[src/hdl/ntp_avg_pkg.sv]
// Shared types, codes and constants for the NTP offset / round-trip averager.
// This package has no dependencies. Every module in hdl/ imports it.
package ntp_avg_pkg;

    // Field widths.
    localparam int unsigned NS_W      = 30;   // bits of the nanosecond part
    localparam int unsigned SEC_W     = 32;   // bits of the seconds part
    localparam int unsigned TIME_W    = 64;   // bits of a time in nanoseconds
    localparam int unsigned S_DATA_W  = 256;  // width of the input tdata
    localparam int unsigned M_DATA_W  = 272;  // width of the output tdata
    localparam int unsigned MAX_SAMPLES_DEF = 255;

    // Nanoseconds per second. The multiplier bits are walked LSB first.
    localparam logic [NS_W-1:0] NS_PER_SEC = 30'd1000000000;

    // Command codes, carried in s_tuser.
    localparam logic [1:0] CMD_REQ = 2'd0;
    localparam logic [1:0] CMD_RSP = 2'd1;
    localparam logic [1:0] CMD_CLR = 2'd2;

    // Status codes, carried in m_tuser.
    localparam logic [2:0] STAT_REQ = 3'd0;
    localparam logic [2:0] STAT_CLR = 3'd1;
    localparam logic [2:0] STAT_ACC = 3'd2;
    localparam logic [2:0] STAT_IGN = 3'd3;
    localparam logic [2:0] STAT_MIS = 3'd4;

    // Sync phase codes.
    localparam logic [1:0] PH_UNSYNC  = 2'd0;
    localparam logic [1:0] PH_SYNCING = 2'd1;
    localparam logic [1:0] PH_SYNCED  = 2'd2;

    // Sequencer states.
    typedef enum logic [5:0] {
        ST_IDLE = 6'b000001,
        ST_CONV = 6'b000010,
        ST_DIFF = 6'b000100,
        ST_SUM  = 6'b001000,
        ST_DIV  = 6'b010000,
        ST_OUT  = 6'b100000
    } state_t;

endpackage

[src/hdl/ntp_avg_tons.sv]
// Bit-serial conversion of seconds plus nanoseconds to nanoseconds.
// Walks the 30 bits of one billion LSB first, one shift-add per cycle. Uses ntp_avg_pkg.
module ntp_avg_tons (
    input  logic                              aclk,
    input  logic                              aresetn,
    input  logic                              start,
    input  logic [ntp_avg_pkg::SEC_W-1:0]     sec,
    input  logic [ntp_avg_pkg::NS_W-1:0]      nsec,
    output logic                              done,
    output logic [ntp_avg_pkg::TIME_W-1:0]    ns
);
    import ntp_avg_pkg::*;

    localparam int unsigned CNT_W = $clog2(NS_W);

    logic                 busy_reg;
    logic                 done_reg;
    logic [CNT_W-1:0]     cnt_reg;
    logic [NS_W-1:0]      mult_reg;
    logic [TIME_W-1:0]    mcand_reg;
    logic [TIME_W-1:0]    acc_reg;

    // Control: busy while the multiplier bits are walked, then a one-cycle done pulse
    always_ff @(posedge aclk) begin
        if (!aresetn) begin
            busy_reg <= 1'b0;
            done_reg <= 1'b0;
            cnt_reg  <= '0;
        end else begin
            done_reg <= 1'b0;
            if (start) begin
                busy_reg <= 1'b1;
                cnt_reg  <= '0;
            end else if (busy_reg) begin
                cnt_reg <= cnt_reg + 1'b1;
                if (cnt_reg == CNT_W'(NS_W - 1)) begin
                    busy_reg <= 1'b0;
                    done_reg <= 1'b1;
                end
            end
        end
    end

    // Datapath: one conditional add of the shifted seconds per cycle
    always_ff @(posedge aclk) begin
        if (start) begin
            mcand_reg <= {{(TIME_W-SEC_W){sec[SEC_W-1]}}, sec};
            mult_reg  <= NS_PER_SEC;
            acc_reg   <= {{(TIME_W-NS_W){1'b0}}, nsec};
        end else if (busy_reg) begin
            if (mult_reg[0]) begin
                acc_reg <= acc_reg + mcand_reg;
            end
            mcand_reg <= {mcand_reg[TIME_W-2:0], 1'b0};
            mult_reg  <= {1'b0, mult_reg[NS_W-1:1]};
        end
    end

    assign done = done_reg;
    assign ns   = acc_reg;

endmodule

[config.mk]
export PLATFORM = sky130hd
export DESIGN_NAME = ntp_avg_tons
export DESIGN_NICKNAME = d
export VERILOG_FILES = /design/src/hdl/ntp_avg_pkg.sv /design/src/hdl/ntp_avg_tons.sv
export SDC_FILE = /design/constraint.sdc
export NUM_CORES = 1
export LEC_CHECK = 0
export ABC_AREA = 0
export ABC_CLOCK_PERIOD_IN_PS = 2600
export BUFFER_PORTS_ARGS = -buffer_cell sky130_fd_sc_hd__buf_2
export CORE_UTILIZATION = 40
export DETAILED_ROUTE_END_ITERATION = 8
export MAX_ROUTING_LAYER = met4
export PLACE_DENSITY = 0.71
export SYNTH_ARGS = -nofsm -noshare
export SYNTH_HDL_FRONTEND = slang
export SYNTH_SLANG_ARGS = --single-unit
[constraint.sdc]
create_clock -name aclk -period 2.6 [get_ports aclk]
set_input_delay 0.39 -clock aclk [delete_from_list [all_inputs] [get_ports aclk]]
set_output_delay 0.39 -clock aclk [all_outputs]
set_load 0.02 [all_outputs]
==> results.cfg, run 1 <==
[sta]
setup_ws_ns = -0.3967
relSlewSlack_pct = 47.07
period_needed_ns = 2.997
tightest_slew_ns = 0.7856
fin_skew_ns = 0.01645
setup-violations-final = 48
timing.final.crit_share_pct = 115.3
final_hold_viol_count = 0
clock.fmax_ghz = 0.3337
drv_slew = 0
whs_ns = 0.2118
finalSetupTns_ns = -11.19
rsz0062_at_grt = true

[synth]
muxShareOfSynthArea_pct = 6.718
synth-main-ff-cell = edfxtp_1
synth_top_area_share_pct = 28.22
synth_top_family_by_area = compound AO/OA/AOI/OAI gates
synth_area_per_cell_um2 = 9.330
synth-seq-cells = 165
synth_warnings = 0
synth_area_leaders = edfxtp_1 28%, dfxtp_1 14%, ha_1 8.1%, o21ai_0 5.3%, nand2_1 4.7%
synth.largest_area_cell = edfxtp_1
synth_enable_flop_cells = 94
synth_area_mm2 = 0.01000
synth.distinct_cells = 72
synthCells = 1072
synth_xor_area_share_pct = 4.291
synth-compound-area-share_pct = 20.70
ys_seq_area_share_pct = 42.43
syn_nets = 1203
synth_fa_ha_area_share_pct = 8.331
synth-async-reset-ratio_pct = 0
synthSimpleGateAreaFrac_pct = 13.45

[finish]
drive_above_1_share_pct = 37.76
final_cells = 1734
final_nets = 1527
area_growth_pct = 41.26

[setup_path]
worstSetupStartpointType = flip-flop
crit_start = ns[1]$_DFFE_PP_
timing.rr.end = ns[60]$_SDFFE_PP0P_
reg2reg_slack_ns = -0.40
rr_worst_depth = 12
timing.rr.start = ns[1]$_DFFE_PP_
cpMaxStageDelayCell = edfxtp_1
cp_data_arrival_time_ns = 3.33
max_stage_delay_ns = 0.45
end_kind = flip-flop
crit_chain = buf_6, fa_2, a21o_1, a31oi_4, nor4_4, o21a_4, a31oi_4, buf_6, o211ai_1, a311oi_2, xor2_1, o21ai_1
path_class = flip-flop to flip-flop
crit_required_ns = 2.93
crit_fanout = 4

[placed_design]
dp_hpwl_um = 20830
numPortBuffers = 129
place_ws_ns = -0.4800
dpl.cell_count = 1666
routabilityCongestion = 0.9103

[cts]
clock-root-buffer = clkbuf_16
clk_path_buf_depth = 2
clk_pin_slew_ns = 0.09
htreeDepth = 4
clk_latency_ns = 0.45
cts.sinks = 165
cts_tree = built
cts_made_buffers = 17

[grt]
grt_pass1_wl_um = 47300
grt-ovfl-total = 0
antenna_found_initial = 1
grt_pass1_vias = 9409
grt_start_max_net_pins = 76
grtUsageTotal_pct = 23.67

[die]
boundaryPins = 130
core-area_mm2 = 0.02439
die_x_um = 160.1
die_area_mm2 = 0.02564
die_h_um = 160.1
row_count = 57
start_util_pct = 41.01

[worst_hold_path]
whs_path_depth = 3
hp-class = input port to flip-flop
hold_end = ns[8]$_DFFE_PP_
hold_path.startpoint = nsec[8]

[detailed_routing]
antenna_left = 0
wl_um = 29870
drc = 0
drt_pass1_iterations = 5
viasPerCell = 5.438
drt_iter0_markers = 612
detail_route.wl_per_cell_um = 17.23
vias = 9429

[outcome]
violations = negative setup slack
status = finished with violations

[power_and_ir_drop]
powerDensity_mw_per_mm2 = 646.9
p_leak_nw = 6.241
ir_worst_vdd_uv = 322.0

[flow_run]
cap_violations = 0
synth_stat cells, types with 3 or more instances:
master / count
nand2_1: 125
a311o_1: 3
o21a_1: 5
a21boi_0: 5
a21oi_1: 87
a21o_1: 34
nor2_1: 53
clkbuf_1: 42
a31oi_1: 14
inv_1: 56
a211oi_1: 7
or3_1: 5
edfxtp_1: 94
o21bai_1: 15
and3_1: 13
dfxtp_1: 71
mux2i_1: 30
o31ai_1: 7
ha_1: 65
nor4_1: 3
nand4_1: 23
mux2_2: 32
a311oi_1: 3
nor2b_1: 8
nand3_1: 14
xnor2_1: 21
o211ai_1: 5
a221oi_1: 4
o21ai_1: 9
o21ai_0: 106
xor2_1: 28
and2_1: 9
nor3_1: 14
and4_1: 3
buf_1: 8
nand3b_1: 5
logic make-up after synthesis:
group / count (synthesis)
AO/OA/AOI/OAI: 334
XOR/XNOR: 49
adder cells (fa/ha/maj): 66
buffers and inverters: 108
flip-flops: 165
multiplexers: 63
AND/OR/NAND/NOR: 287
what timing repair did:
action                     4_1_cts  5_1_grt
setup endpoints to repair       48       52
buffers inserted                20       24
hold buffers                     0        0
gates resized for setup         72       94
pin swaps                       64       59
through the flow:
| stage | utilization [%] | area [um2] | power [mW] |
|---|---|---|---|
| after detailed placement | 51.32 | 12520 | 5.886 |
| after floorplan | - | 10180 | 4.733 |
| final | 57.93 | 14130 | 9.140 |
| after global placement | 51.32 | 12520 | 5.836 |
| after global routing | 57.93 | 14130 | 9.570 |
| after CTS | 55.79 | 13610 | 8.758 |
per-layer routing:
layer	GRT usage (%)	wire, um	vias up
li1	-	-	4589
met1	30.11	13470	4475
met2	37.87	14040	300
met3	3.740	1526	65
met4	8.788	833	0
met5	-	0	-
cell usage in the layout, fill, tap and decap left out, types with 5 or more instances in the layout:
cell type and count:
nand2_1 123, buf_4 206, a21oi_1 69, ha_4 15, mux2_2 32, o21ai_2 10
a31oi_1 10, edfxtp_1 94, clkinv_8 7, mux2i_1 30, o21ai_1 34, xor2_1 25
nand3_1 12, o21ai_0 71, nand3b_1 5, dfxtp_1 70, ha_1 47, a21o_1 34
o21bai_1 14, xnor2_2 9, inv_1 56, nand4_1 23, clkbuf_16 17, buf_6 21
nor2_1 51, o211ai_1 5, nor2b_1 8, and3_1 12, a21oi_2 13, a211oi_2 5
a21oi_4 5, buf_2 128, and2_1 9, xnor2_1 12, nor3_1 8
power by group:
| part | total, mW | switching (mW) | internal [mW] |
|---|---|---|---|
| Clock | 2.62 | 1.30 | 1.32 |
| Combinational | 3.32 | 1.66 | 1.65 |
| Sequential | 3.20 | 0.160 | 3.04 |
area by class of cell:
class	instances	area [um2]
clock inverters	15	196.4
inverters	56	210.2
diodes	1	2.502
well taps	324	405.4
flip-flops and latches	165	4245
multi-input cells	799	6180
fillers	2055	10260
repair buffers	357	2464
clock buffers	17	425.4
worst max-delay path by stage:
stage,cells past startpoint,to
floorplan,11,ns[22]$_DFFE_PP_
global placement,12,ns[34]$_SDFFE_PP0P_
detailed placement,12,ns[32]$_SDFFE_PP0P_
CTS,12,ns[60]$_SDFFE_PP0P_
global route,16,ns[37]$_SDFFE_PP0P_
finish,12,ns[60]$_SDFFE_PP0P_
critical path, delay by kind of cell (launching register included):
family	cells	cell delay [ns]
buf+inv	2	0.31
simple gates	1	0.07
compound gates	7	1.45
flops	1	0.45
fa+ha+maj	1	0.39
xor+xnor	1	0.21
Power figures use the tool's default switching activity.
==> run 2: changes to the inputs <==
Settings changed: ABC_AREA 0 to 1, ABC_CLOCK_PERIOD_IN_PS 2600 to 3100, PLACE_DENSITY 0.71 to 0.68.
Clock period 2.6 ns to 3.1 ns, I/O delays scaled along.
==> run 2 against run 1 <==
The run now ends clean. Final area shrank 1.5%. First-iteration DRC count is 52% higher. Wire length up 31%. Via count up 27%. Synthesized area up 23%. Critical path depth is 2 higher. Register-to-register slack better by 0.96 ns. Maximum frequency is 18% higher. Hold slack better by 0.050 ns. Clock skew shrank 0.0072 ns. Die area increased by 22%. Critical path type unchanged.
==> results.cfg, run 2 <==
[synth]
synth_area_per_cell_um2 = 6.259
synth.largest_area_cell = nand2_1
syn_nets = 2089
synthCells = 1958
synth_top_area_share_pct = 24.96
synth_xor_area_share_pct = 1.572
synth_warnings = 0
synthSimpleGateAreaFrac_pct = 40.11
synthTopCellsByCount = 815 x nand2_1, 343 x inv_1, 194 x nor2_1, 94 x edfxtp_1, 94 x nand3_1
synth_area_leaders = nand2_1 25%, edfxtp_1 23%, dfxtp_1 12%, inv_1 11%, ha_1 6.6%
synth-async-reset-ratio_pct = 0
synth-main-ff-cell = edfxtp_1
synth_fa_ha_area_share_pct = 6.799
synth_enable_flop_cells = 94
synth-compound-area-share_pct = 4.809
ys_seq_area_share_pct = 34.63
synth-seq-cells = 165
synth_area_mm2 = 0.01226
muxShareOfSynthArea_pct = 0
synth_top_family_by_area = simple AND/OR/NAND/NOR gates
synthMostInstantiatedCell = nand2_1
synth.distinct_cells = 35

[cts]
cts_made_buffers = 17
clk_path_buf_depth = 2
clk_pin_slew_ns = 0.07
htreeDepth = 4
hold_buffers = 0
clk_latency_ns = 0.46
clock-root-buffer = clkbuf_16
postCtsSetupRepairBufs = 0
cts_resized = 0
cts.sinks = 165
cts_tree = built

[setup_path]
path_class = flip-flop to flip-flop
crit_top_cell = nand2_1
max_stage_delay_ns = 0.45
crit_buf_inv = 2
crit_fanout = 5
worstSetupStartpointType = flip-flop
cp_data_arrival_time_ns = 2.90
crit_required_ns = 3.46
end_kind = flip-flop
cpMaxStageDelayCell = fa_1
timing.rr.start = ns[0]$_DFFE_PP_
timing.rr.end = ns[60]$_SDFFE_PP0P_
rr_worst_depth = 14
crit_chain = ha_1, fa_1, nand3_1, nand3_1, inv_1, nor2_1, o21ai_1, nand2_1, nand2_1, nand2_1, nand2_1, nand3_1, nand2_1, inv_1
reg2reg_slack_ns = 0.56
critPathTopFamily = simple AND/OR/NAND/NOR gates

[detailed_routing]
wl_um = 39030
antenna_left = 0
vias = 11950
drt_pass1_iterations = 7
detail_route.wl_per_cell_um = 15.76
drc = 0
viasPerCell = 4.823
drt_iter0_markers = 933

[placed_design]
numPortBuffers = 129
dpl-instance-area_mm2 = 0.01335
routabilityCongestion = 0.9730
dp_hpwl_um = 30780
place_ws_ns = 0.6213

[outcome]
status = completed

[die]
die_area_mm2 = 0.03134
start_util_pct = 41.02
die_h_um = 177.0
boundaryPins = 130
die_x_um = 177.0
core-area_mm2 = 0.02987
row_count = 63

[sta]
relSlewSlack_pct = 64.95
tightest_slew_ns = 0.5250
drv_slew = 0
finalSetupTns_ns = 0
setup-violations-final = 0
fin_skew_ns = 0.009265
whs_ns = 0.2623
clock.fmax_ghz = 0.3941
rsz0062_at_grt = false
timing.final.crit_share_pct = 81.85
setup_ws_ns = 0.5627
final_hold_viol_count = 0
period_needed_ns = 2.537

[finish]
area_growth_pct = 13.58
final_nets = 2205
fillers = 3181
design_area_mm2 = 0.01392
drive_above_1_share_pct = 11.79
diodes = 0
final_cell_mix = 814 x nand2_1, 341 x inv_1, 194 x nor2_1
layout_commonest_cell = nand2_1

[grt]
antenna_found_initial = 0
grt_pass1_wl_um = 61330
grt_pass1_vias = 11240
grt_start_max_net_pins = 111
grt-ovfl-total = 0
grtUsageTotal_pct = 26.53

[power_and_ir_drop]
ir_worst_vdd_uv = 378.7
power_mw = 7.296
p_leak_nw = 7.798
powerDensity_mw_per_mm2 = 524.2

[worst_hold_path]
hold_path.startpoint = aresetn
hold_end = busy_reg$_SDFF_PN0_
hp-class = input port to flip-flop
whs_path_depth = 2

[flow_run]
cap_violations = 0
## run 2: changes by cell type after synthesis, sizes merged, moves of 37 or more
cell | previous run | this run
nand2 | 125 | 838
o21ai | 117 | 53
a21oi | 87 | 50
inv | 56 | 349
nand3 | 14 | 101
nor2 | 53 | 218
## run 2: through the flow
stage / utilization (%) / std cells
2_1_floorplan: - / 1958
3_3_place_gp: 44.70 / 2445
3_5_place_dp: 44.70 / 2445
4_1_cts: 46.59 / 2477
5_1_grt: 46.59 / 2477
6_report: 46.59 / 2477
## run 2: report_power, final
part           internal (mW)  switching, mW  total [mW]
Sequential              2.58          0.136        2.71
Clock                   1.07           1.08        2.15
Combinational          0.768           1.67        2.43
Total                   4.42           2.88        7.30
## run 2: worst max-delay path by stage
stage,startpoint,to,slack [ns],cells after the start
2_1_floorplan,start,mcand_reg[0]$_SDFFCE_PN0P_,0.49,3
3_3_place_gp,ns[0]$_DFFE_PP_,ns[60]$_SDFFE_PP0P_,0.66,14
3_5_place_dp,ns[0]$_DFFE_PP_,ns[60]$_SDFFE_PP0P_,0.62,14
4_1_cts,ns[0]$_DFFE_PP_,ns[60]$_SDFFE_PP0P_,0.61,14
5_1_grt,ns[0]$_DFFE_PP_,ns[32]$_SDFFE_PP0P_,0.36,16
6_report,ns[0]$_DFFE_PP_,ns[60]$_SDFFE_PP0P_,0.56,14
## run 2: routing by layer
layer	track usage, %	part of all wire (%)
met5	-	0
met4	5.316	1.1
met3	3.759	5.8
met2	40.49	44
met1	37.15	49
## run 2: kinds of logic after synthesis
group                    Yosys count
flip-flops                       165
adder cells (fa/ha/maj)           66
AND/OR/NAND/NOR                 1199
buffers and inverters            393
AO/OA/AOI/OAI                    113
XOR/XNOR                          22
## run 2: layout make-up
class | instances | area [um2] | share of cell area [%]
tap | 390 | 488.0 | 3.506
multi-input combinational | 1400 | 6534 | 46.94
sequential | 165 | 4244 | 30.49
timing repair buffer | 138 | 765.7 | 5.501
inverter | 352 | 1323 | 9.501
clock buffer | 18 | 429.2 | 3.083
clock inverter | 14 | 136.4 | 0.9798
