==> src/hdl/ntp_avg_pkg.sv <==
// Shared types, codes and constants for the NTP offset / round-trip averager.
// This package has no dependencies. Every module in hdl/ imports it.
package ntp_avg_pkg;

    // Field widths.
    localparam int unsigned NS_W      = 30;   // bits of the nanosecond part
    localparam int unsigned SEC_W     = 32;   // bits of the seconds part
    localparam int unsigned TIME_W    = 64;   // bits of a time in nanoseconds
    localparam int unsigned S_DATA_W  = 256;  // width of the input tdata
    localparam int unsigned M_DATA_W  = 272;  // width of the output tdata
    localparam int unsigned MAX_SAMPLES_DEF = 255;

    // Nanoseconds per second. The multiplier bits are walked LSB first.
    localparam logic [NS_W-1:0] NS_PER_SEC = 30'd1000000000;

    // Command codes, carried in s_tuser.
    localparam logic [1:0] CMD_REQ = 2'd0;
    localparam logic [1:0] CMD_RSP = 2'd1;
    localparam logic [1:0] CMD_CLR = 2'd2;

    // Status codes, carried in m_tuser.
    localparam logic [2:0] STAT_REQ = 3'd0;
    localparam logic [2:0] STAT_CLR = 3'd1;
    localparam logic [2:0] STAT_ACC = 3'd2;
    localparam logic [2:0] STAT_IGN = 3'd3;
    localparam logic [2:0] STAT_MIS = 3'd4;

    // Sync phase codes.
    localparam logic [1:0] PH_UNSYNC  = 2'd0;
    localparam logic [1:0] PH_SYNCING = 2'd1;
    localparam logic [1:0] PH_SYNCED  = 2'd2;

    // Sequencer states.
    typedef enum logic [5:0] {
        ST_IDLE = 6'b000001,
        ST_CONV = 6'b000010,
        ST_DIFF = 6'b000100,
        ST_SUM  = 6'b001000,
        ST_DIV  = 6'b010000,
        ST_OUT  = 6'b100000
    } state_t;

endpackage

==> src/hdl/ntp_avg_div.sv <==
// Radix-2 restoring divider: signed 64-bit dividend by unsigned count, truncating.
// One quotient bit per cycle, then a fix-up step applies the sign. Uses ntp_avg_pkg.
module ntp_avg_div #(
    parameter int unsigned CNT_W = 8
) (
    input  logic                              aclk,
    input  logic                              aresetn,
    input  logic                              start,
    input  logic [ntp_avg_pkg::TIME_W-1:0]    dividend,
    input  logic [CNT_W-1:0]                  divisor,
    output logic                              done,
    output logic [ntp_avg_pkg::TIME_W-1:0]    quotient
);
    import ntp_avg_pkg::*;

    localparam int unsigned IDX_W = $clog2(TIME_W);

    logic                 busy_reg;
    logic                 fix_reg;
    logic                 done_reg;
    logic [IDX_W-1:0]     cnt_reg;
    logic                 neg_reg;
    logic [CNT_W-1:0]     dsr_reg;
    logic [TIME_W-1:0]    dvd_reg;
    logic [CNT_W-1:0]     rem_reg;
    logic [TIME_W-1:0]    q_reg;
    logic [CNT_W:0]       trial;
    logic                 fits;

    // Trial subtract of the divisor from the partial remainder
    assign trial = {rem_reg, dvd_reg[TIME_W-1]};
    assign fits  = (trial >= {1'b0, dsr_reg});

    // Control: one step per dividend bit, a sign fix-up, a done pulse
    always_ff @(posedge aclk) begin
        if (!aresetn) begin
            busy_reg <= 1'b0;
            fix_reg  <= 1'b0;
            done_reg <= 1'b0;
            cnt_reg  <= '0;
        end else begin
            done_reg <= fix_reg;
            fix_reg  <= 1'b0;
            if (start) begin
                busy_reg <= 1'b1;
                cnt_reg  <= '0;
            end else if (busy_reg) begin
                cnt_reg <= cnt_reg + 1'b1;
                if (cnt_reg == IDX_W'(TIME_W - 1)) begin
                    busy_reg <= 1'b0;
                    fix_reg  <= 1'b1;
                end
            end
        end
    end

    // Datapath: dividend magnitude shifts out, quotient bits shift in
    always_ff @(posedge aclk) begin
        if (start) begin
            neg_reg <= dividend[TIME_W-1];
            dvd_reg <= dividend[TIME_W-1] ? (~dividend + 1'b1) : dividend;
            dsr_reg <= divisor;
            rem_reg <= '0;
        end else if (busy_reg) begin
            rem_reg <= fits ? CNT_W'(trial - {1'b0, dsr_reg}) : CNT_W'(trial);
            dvd_reg <= {dvd_reg[TIME_W-2:0], fits};
        end
        if (fix_reg) begin
            q_reg <= neg_reg ? (~dvd_reg + 1'b1) : dvd_reg;
        end
    end

    assign done     = done_reg;
    assign quotient = q_reg;

endmodule

==> config.mk <==
export PLATFORM = sky130hd
export DESIGN_NAME = ntp_avg_div
export DESIGN_NICKNAME = d
export VERILOG_FILES = /design/src/hdl/ntp_avg_pkg.sv /design/src/hdl/ntp_avg_div.sv
export SDC_FILE = /design/constraint.sdc
export NUM_CORES = 1
export LEC_CHECK = 0
export ABC_AREA = 1
export BUFFER_PORTS_ARGS = -buffer_cell sky130_fd_sc_hd__buf_4
export CAP_MARGIN = 0
export CORE_UTILIZATION = 59
export CTS_CLUSTER_SIZE = 14
export DETAILED_ROUTE_END_ITERATION = 6
export GPL_TIMING_DRIVEN = 0
export PLACE_DENSITY = 0.81
export SYNTH_ARGS = -nofsm -noshare
export SYNTH_HDL_FRONTEND = slang
export SYNTH_SLANG_ARGS = --single-unit
==> constraint.sdc <==
create_clock -name aclk -period 2.83 [get_ports aclk]
set_input_delay 0 -clock aclk [delete_from_list [all_inputs] [get_ports aclk]]
set_output_delay 0 -clock aclk [all_outputs]
set_load 0.02 [all_outputs]
==> results of run 1 <==
[cell type report]
class / count / area [sq um] / area share (%)
multi-input cells: 1060 / 5230 / 41.0
well taps: 225 / 282 / 2.21
clock inverters: 15 / 176 / 1.38
inverters: 139 / 522 / 4.09
flip-flops and latches: 154 / 4460 / 34.9
plain buffers: 31 / 139 / 1.09
repair buffers: 186 / 1530 / 12.0
clock buffers: 17 / 425 / 3.33
[kinds of logic after synthesis]
kind of cell             share of synthesized area (%)
buffers and inverters                             6.39
flip-flops                                        43.1
AND/OR/NAND/NOR                                   35.9
AO/OA/AOI/OAI                                     6.40
adder cells (fa/ha/maj)                           1.52
XOR/XNOR                                          6.69
[metrics by stage]
step           utilization (%)  TNS [ns]  setup WS (ns)  cells
2_1_floorplan                -         0          0.616   1384
3_3_place_gp              67.9     -4.04        -0.0690   1748
3_5_place_dp              68.2         0          0.731   1750
4_1_cts                   74.3         0          0.677   1827
5_1_grt                   74.3         0          0.472   1827
6_report                  74.3         0          0.617   1827
[power groups by stage]
stage	logic, uW	registers, uW	clock network (uW)
after floorplan	710	2800	0
after global placement	1040	2850	0
after detailed placement	1070	2860	0
after CTS	1130	2810	2280
after global routing	1280	2830	2380
final	1160	2820	2280
[worst max-delay path by stage]
stage	start	endpoint	cells past startpoint
2_1_floorplan	busy_reg	dvd_reg[0]	2
3_3_place_gp	start	dvd_reg[56]	4
3_5_place_dp	dvd_reg[0]	quotient[48]	11
4_1_cts	dvd_reg[63]	dvd_reg[0]	11
5_1_grt	dvd_reg[0]	quotient[48]	11
6_report	dvd_reg[63]	dvd_reg[0]	11
[layout by cell type (no fill, tap or decap), types with 6 or more instances in the layout]
cell type	n
sky130_fd_sc_hd__nand2_1	412
sky130_fd_sc_hd__o21ai_0	77
sky130_fd_sc_hd__edfxtp_1	137
sky130_fd_sc_hd__a21oi_1	14
sky130_fd_sc_hd__clkbuf_16	17
sky130_fd_sc_hd__inv_6	6
sky130_fd_sc_hd__xnor2_1	16
sky130_fd_sc_hd__dfxtp_1	16
sky130_fd_sc_hd__nand3b_1	10
sky130_fd_sc_hd__nand4_1	29
sky130_fd_sc_hd__nor2_4	9
sky130_fd_sc_hd__clkbuf_1	14
sky130_fd_sc_hd__nor2_2	14
sky130_fd_sc_hd__nor3_1	18
sky130_fd_sc_hd__dlygate4sd3_1	45
sky130_fd_sc_hd__buf_4	139
sky130_fd_sc_hd__nor2_1	218
sky130_fd_sc_hd__xor2_1	63
sky130_fd_sc_hd__inv_2	6
sky130_fd_sc_hd__nand2_2	15
sky130_fd_sc_hd__inv_1	132
sky130_fd_sc_hd__nand3_1	107
sky130_fd_sc_hd__ha_1	11
sky130_fd_sc_hd__buf_2	12
[timing repair]
item / 4_1_cts / 5_1_grt
hold endpoints to repair: 58 / 0
setup buffers: 0 / 0
hold buffers: 45 / 0
[worst min-delay path, cell delays in order]
cell and delay, ns:
sky130_fd_sc_hd__buf_4 0.10, sky130_fd_sc_hd__xor2_1 0.08, sky130_fd_sc_hd__o21ai_0 0.15
[metal layers]
metal	up-vias	share of wire [%]
met5	-	0
met4	0	3.4
met3	84	10
met2	607	45
met1	4625	41
li1	4930	-
==> impl_metrics.py, run 1 <==
metrics = {
    "status": {
        "run_status": "finished with violations",
        "failed_checks": "DRC",
    },
    "global_routing": {
        "grt_util_met3_pct": 6.01,
        "grt_pass1_wl_mm": 49.2,
        "grt_start_max_net_pins": 45,
        "grt_most_used_layer": "met2",
        "grtUsageMet1_pct": 49.4,
        "grt_antenna_before_repair": 0,
        "global_route.usage.met2_pct": 57.3,
        "globalRouteTotalUtil_pct": 36.1,
        "grt_overflow_total": 0,
        "grt_pass1_vias": 9457,
    },
    "clocking": {
        "tritoncts.num_buffers": 17,
        "cts.htree.levels": 4,
        "clock_sink_count": 154,
        "clock_network_latency_to_the_later_pin_of_the_worst_skew_pair_ns": 0.45,
        "cts_tree": "yes",
        "cts_buffer_depth": 2,
        "clockRootBuffer": "sky130_fd_sc_hd__clkbuf_16",
        "clkSlewWorstSetupHoldPaths_ns": 0.07,
        "post_cts_resize_count": 0,
    },
    "pwr": {
        "total_power_uw": 6260,
        "power.switching_fraction_pct": 31.7,
        "power.share.sequential_pct": 45.0,
        "p_int_uw": 4280,
        "power_per_cell_area_nw_per_um2": 491,
        "vdd_ir_drop_max_v": 0.000377,
        "static_leakage_uw": 0.00544,
        "pwr-share-comb_pct": 18.6,
        "power.clock.fraction_pct": 36.4,
        "power.switching_uw": 1980,
    },
    "logic_synthesis": {
        "yosysUniqueCellTypes": 41,
        "synth_top_cells_by_count": "412 x sky130_fd_sc_hd__nand2_1, 218 x sky130_fd_sc_hd__nor2_1, 137 x sky130_fd_sc_hd__edfxtp_1",
        "synth_seq_cells": 154,
        "yosys-top-cells-area": "sky130_fd_sc_hd__edfxtp_1 40%, sky130_fd_sc_hd__nand2_1 15%, sky130_fd_sc_hd__nor2_1 7.9%, sky130_fd_sc_hd__xor2_1 5.3%, sky130_fd_sc_hd__nand3_1 5.2%",
        "post_synthesis_net_count": 1471,
        "syn-mean-instance-area_sq_um": 7.47,
        "synth_cells": 1384,
        "synth.yosys.seq_area_share_pct": 43.1,
        "ys.flop_type": "sky130_fd_sc_hd__edfxtp_1",
        "async_set_reset_flop_share_out_of_synthesis_pct": 0,
        "largest_area_contributor_in_the_netlist": "sky130_fd_sc_hd__edfxtp_1",
        "yosysWarnings": 0,
        "number_of_flops_mapped_to_enable_cells_by_yosys": 137,
        "yosysTopAreaCellShare_pct": 39.8,
        "mappedNetlistArea_sq_um": 10300,
        "synth_most_common_cell": "sky130_fd_sc_hd__nand2_1",
    },
    "timing": {
        "hold_slack_ns": 0.00920,
        "max_freq_mhz": 452,
        "pins_over_their_slew_limit": 0,
        "grt_setup_unrepaired": "false",
        "finalWorstPathRequiredPeriod_ns": 2.21,
        "fin_crit_sh_pct": 78.2,
        "worst_pin_slew_ns": 0.814,
        "final.setup_skew_ns": 0.0154,
        "hold_violations": 0,
        "maxSlewHeadroom_pct": 45.7,
        "final_setup_violating_endpoints": 0,
    },
    "floorplanning": {
        "die-area_sq_um": 18100,
        "rows": 48,
        "io_pins": 140,
        "initial_core_util_pct": 60.2,
        "placeableCoreArea_sq_um": 17200,
        "die_width_microns": 134,
        "die_h_microns": 134,
    },
    "worst_hold_path": {
        "hold_depth": 3,
        "timing.hold.worst.class": "in -> reg",
        "hold-path-endpoint": "dvd_reg[21]",
        "worstHoldStart": "dividend[21]",
    },
    "detailed_routing": {
        "dr.pass1.iters": 7,
        "route.detailed.vias_per_inst": 5.61,
        "ant_nets": 0,
        "drt_iter0_drc": 1127,
        "drc_errors": 1,
        "drt_wl_total_mm": 31.8,
        "wire_per_inst_microns": 17.4,
        "vias": 10246,
    },
    "worst_setup_path": {
        "r2r.worst_path.cells": 11,
        "critPathKind": "reg -> reg",
        "worstPathRequired_ns": 3.00,
        "critical_path_buf_inv_count": 3,
        "timing.critical_path.from_type": "flip-flop",
        "r2r_setup_slk_ns": 0.62,
        "crit_path_max_incr_delay_ns": 0.43,
        "r2r-end": "dvd_reg[0]",
        "regToRegStartpoint": "dvd_reg[63]",
        "end_kind": "flip-flop",
        "critical-path-top-delay-family": "simple AND/OR/NAND/NOR gates",
        "path_cells": "inv_1, ha_1, inv_1, nand3_1, nand2_1, a21o_1, nand2_2, nand2_2, buf_6, nand2_1, o21ai_0",
        "crit_slowest_cell": "sky130_fd_sc_hd__edfxtp_1",
        "timing.critical_path.arrival_ns": 2.39,
        "crit_fanout": 10,
    },
    "place": {
        "gpl.final_weighted_congestion": 0.976,
        "dpl_wire_length_mm": 23.9,
        "port-buffer-count": 139,
        "place_area_sq_um": 11700,
    },
    "cells_and_area": {
        "fin_area_sq_um": 12800,
        "final_net_count": 1676,
        "num-fill-cells": 1342,
        "antenna-diode-count": 0,
        "drive_above_1_share_pct": 15.5,
        "syn_to_final_growth_pct": 23.4,
    },
    "flow_run": {
        "timing.max_cap.violations": 0,
    },
}
Power figures use the tool's default switching activity.
==> run 2: changes to the inputs <==
--- a/config.mk
+++ b/config.mk
@@ -5,14 +5,14 @@
 export SDC_FILE = /design/constraint.sdc
 export NUM_CORES = 1
 export LEC_CHECK = 0
-export ABC_AREA = 1
+export ABC_AREA = 0
 export BUFFER_PORTS_ARGS = -buffer_cell sky130_fd_sc_hd__buf_4
 export CAP_MARGIN = 0
-export CORE_UTILIZATION = 59
+export CORE_UTILIZATION = 52
 export CTS_CLUSTER_SIZE = 14
 export DETAILED_ROUTE_END_ITERATION = 6
 export GPL_TIMING_DRIVEN = 0
-export PLACE_DENSITY = 0.81
+export PLACE_DENSITY = 0.77
 export SYNTH_ARGS = -nofsm -noshare
 export SYNTH_HDL_FRONTEND = slang
 export SYNTH_SLANG_ARGS = --single-unit
==> constraint.sdc (replaced) <==
create_clock -name aclk -period 1.9 [get_ports aclk]
set_input_delay 0 -clock aclk [delete_from_list [all_inputs] [get_ports aclk]]
set_output_delay 0 -clock aclk [all_outputs]
set_load 0.02 [all_outputs]
==> impl_metrics.py, run 2 <==
metrics = {
    "status": {
        "run_status": "finished with violations",
        "failed_checks": "hold timing, setup timing",
    },
    "detailed_routing": {
        "drt_wl_total_mm": 30.5,
        "ant_nets": 0,
        "wire_per_inst_microns": 23.5,
        "drt_iter0_drc": 1173,
        "drc_errors": 0,
        "dr.pass1.iters": 6,
        "route.detailed.vias_per_inst": 6.39,
        "vias": 8319,
    },
    "clocking": {
        "cts_tree": "yes",
        "cts.htree.levels": 4,
        "clkSlewWorstSetupHoldPaths_ns": 0.07,
        "clock_network_latency_to_the_later_pin_of_the_worst_skew_pair_ns": 0.44,
        "cts_buffer_depth": 2,
        "clockRootBuffer": "sky130_fd_sc_hd__clkbuf_16",
        "tritoncts.num_buffers": 17,
        "clock_sink_count": 154,
    },
    "logic_synthesis": {
        "async_set_reset_flop_share_out_of_synthesis_pct": 0,
        "synth_top_cells_by_count": "137 x sky130_fd_sc_hd__edfxtp_1, 82 x sky130_fd_sc_hd__nor2_1, 68 x sky130_fd_sc_hd__xor2_1",
        "yosys-top-cells-area": "sky130_fd_sc_hd__edfxtp_1 48%, sky130_fd_sc_hd__xor2_1 7.0%, sky130_fd_sc_hd__xnor2_1 6.3%, sky130_fd_sc_hd__dfxtp_1 4.0%, sky130_fd_sc_hd__a21oi_1 3.9%",
        "yosysTopAreaCellShare_pct": 48.1,
        "number_of_flops_mapped_to_enable_cells_by_yosys": 137,
        "post_synthesis_net_count": 877,
        "yosysUniqueCellTypes": 50,
        "ys.flop_type": "sky130_fd_sc_hd__edfxtp_1",
        "syn-mean-instance-area_sq_um": 10.8,
        "synth.yosys.seq_area_share_pct": 52.0,
        "synth_seq_cells": 154,
        "synth_most_common_cell": "sky130_fd_sc_hd__edfxtp_1",
        "mappedNetlistArea_sq_um": 8560,
        "yosysWarnings": 0,
        "synth_cells": 790,
        "largest_area_contributor_in_the_netlist": "sky130_fd_sc_hd__edfxtp_1",
    },
    "global_routing": {
        "global_route.usage.met2_pct": 53.3,
        "grtUsageMet1_pct": 39.8,
        "grt_pass1_wl_mm": 40.7,
        "grt_start_max_net_pins": 66,
        "grt_most_used_layer": "met2",
        "grt_pass1_vias": 7599,
        "grt_antenna_before_repair": 0,
        "globalRouteTotalUtil_pct": 32.2,
        "grt_overflow_total": 0,
        "grt_util_met3_pct": 6.40,
    },
    "place": {
        "gpl.final_weighted_congestion": 0.851,
        "dpl_wire_length_mm": 15.5,
        "placed_cells": 1145,
        "place_area_sq_um": 10400,
        "port-buffer-count": 139,
        "place_ws_ns": -1.09,
    },
    "worst_setup_path": {
        "crit_slowest_cell": "sky130_fd_sc_hd__or4_4",
        "crit_path_max_incr_delay_ns": 0.57,
        "timing.critical_path.from_type": "flip-flop",
        "worstPathRequired_ns": 2.09,
        "crit_fanout": 7,
        "critPathKind": "reg -> reg",
        "path_cells": "or4_4, or4_4, nor2b_1, buf_4, nand4_1, buf_6, buf_12, o31ai_4, xnor2_1",
        "worst_path_most_repeated_cell": "sky130_fd_sc_hd__or4_4",
        "end_kind": "flip-flop",
        "timing.critical_path.arrival_ns": 2.93,
    },
    "flow_run": {
        "timing.max_cap.violations": 0,
    },
    "cells_and_area": {
        "utilization_pct": 83.1,
        "final_net_count": 1160,
        "num-fill-cells": 813,
        "layout.cells.most_common": "sky130_fd_sc_hd__buf_4",
        "antenna-diode-count": 0,
        "fin_area_sq_um": 13300,
        "layout.cells.most_common_list": "182 x sky130_fd_sc_hd__buf_4, 137 x sky130_fd_sc_hd__edfxtp_1, 79 x sky130_fd_sc_hd__nor2_1, 66 x sky130_fd_sc_hd__xor2_1, 62 x sky130_fd_sc_hd__a21oi_1",
        "finalNonFillerCells": 1302,
        "drive_above_1_share_pct": 39.5,
        "syn_to_final_growth_pct": 55.3,
    },
    "timing": {
        "hold_slack_ns": -0.0138,
        "maxSlewHeadroom_pct": 15.1,
        "max_freq_mhz": 366,
        "worst_pin_slew_ns": 1.27,
        "final.setup_skew_ns": 0.0115,
        "pins_over_their_slew_limit": 0,
        "final_setup_violating_endpoints": 82,
        "post_route_worst_setup_slack_ns": -0.833,
        "finalWorstPathRequiredPeriod_ns": 2.73,
        "hold_violations": 1,
        "grt_setup_unrepaired": "true",
        "fin_crit_sh_pct": 144,
    },
    "floorplanning": {
        "die_h_microns": 130,
        "placeableCoreArea_sq_um": 16000,
        "rows": 46,
        "die-area_sq_um": 17000,
        "initial_core_util_pct": 53.5,
        "io_pins": 140,
        "die_width_microns": 130,
    },
    "pwr": {
        "vdd_ir_drop_max_v": 0.000685,
        "static_leakage_uw": 0.00497,
        "power_per_cell_area_nw_per_um2": 749,
    },
    "worst_hold_path": {
        "timing.hold.worst.class": "in -> reg",
    },
}
==> run 2: changes by cell type in the layout (fill, tap and decap cells not counted), sizes merged, moves of 17 or more <==
cell and change:
a21oi +53, buf +63, clkbuf +17, inv -131, nand2 -397, nand2b +17, nand3 -102, nand4 -27
nor2 -159, o21ai -46, o31ai +39, o41ai +33, or3 +20, xnor2 +46
==> run 2: cell families after synthesis <==
| logic type | count (synthesis) | share of synthesized area [%] |
|---|---|---|
| and+or+nand+nor | 230 | 13.8 |
| AOI/OAI and AO/OA | 199 | 15.3 |
| DFF | 154 | 52.0 |
| xor gates and xnor gates | 130 | 13.3 |
| buffers and inverters | 56 | 2.57 |
| adders and majority gates | 12 | 1.84 |
| muxes | 9 | 1.14 |
==> run 2: power by group <==
part           switching, uW  total (uW)  internal, uW
Clock                   1450        3630          2180
Combinational           1040        2000           961
Sequential               320        4320          4000
Total                   2810        9950          7140
==> run 2: final cells by class <==
cell class / count / area (sq um) / share of cell area (%)
multi-input combinational: 582 / 5330 / 40.1
sequential: 154 / 4460 / 33.5
timing repair buffer: 267 / 2330 / 17.5
clock buffer: 19 / 433 / 3.26
tap: 216 / 270 / 2.03
buffer: 35 / 218 / 1.64
clock inverter: 13 / 176 / 1.33
inverter: 16 / 80.1 / 0.602
==> run 2: repair_timing <==
item	CTS	global route
hold buffers	52	0
setup endpoints to repair	151	134
gates resized for setup	123	87
endpoints found under the hold margin	68	0
gates cloned	3	1
buffers inserted	51	24
pin swaps	64	74
==> run 2: path summary, 6_finish.rpt <==
| path | startpoint | to | slack, ns | cells past startpoint |
|---|---|---|---|---|
| setup / recovery | dvd_reg[19] | quotient[63] | -0.83 | 9 |
| hold / removal | dividend[37] | dvd_reg[37] | -0.01 | 3 |
| setup reg to reg | dvd_reg[19] | quotient[63] | -0.83 | 9 |
| hold reg to reg | cnt_reg[5] | cnt_reg[5] | 0.50 | 2 |
==> run 2: worst max-delay path: cells and delay by family, from the launching register on <==
kind / cells / cell delay, ns
XOR/XNOR: 1 / 0.08
AND/OR/NAND/NOR: 4 / 1.29
flip-flops: 1 / 0.43
buffers and inverters: 3 / 0.50
AO/OA/AOI/OAI: 1 / 0.18
==> run 2: layer usage <==
metal	vias to the layer above	routed length [microns]
li1	3536	-
met1	3963	10800
met2	652	14900
met3	168	3140
met4	0	1710
met5	-	0
==> run 2: stage by stage <==
stage                     total power (uW)  setup TNS (ns)  hold WS [ns]
after floorplan                       5200          -25.70        0.0989
after global placement                5660          -62.90         0.179
after detailed placement              5680          -66.69         0.180
after CTS                             9510          -27.81     0.0000450
after global routing                 10200          -41.82        0.0120
final                                 9950          -36.20       -0.0138
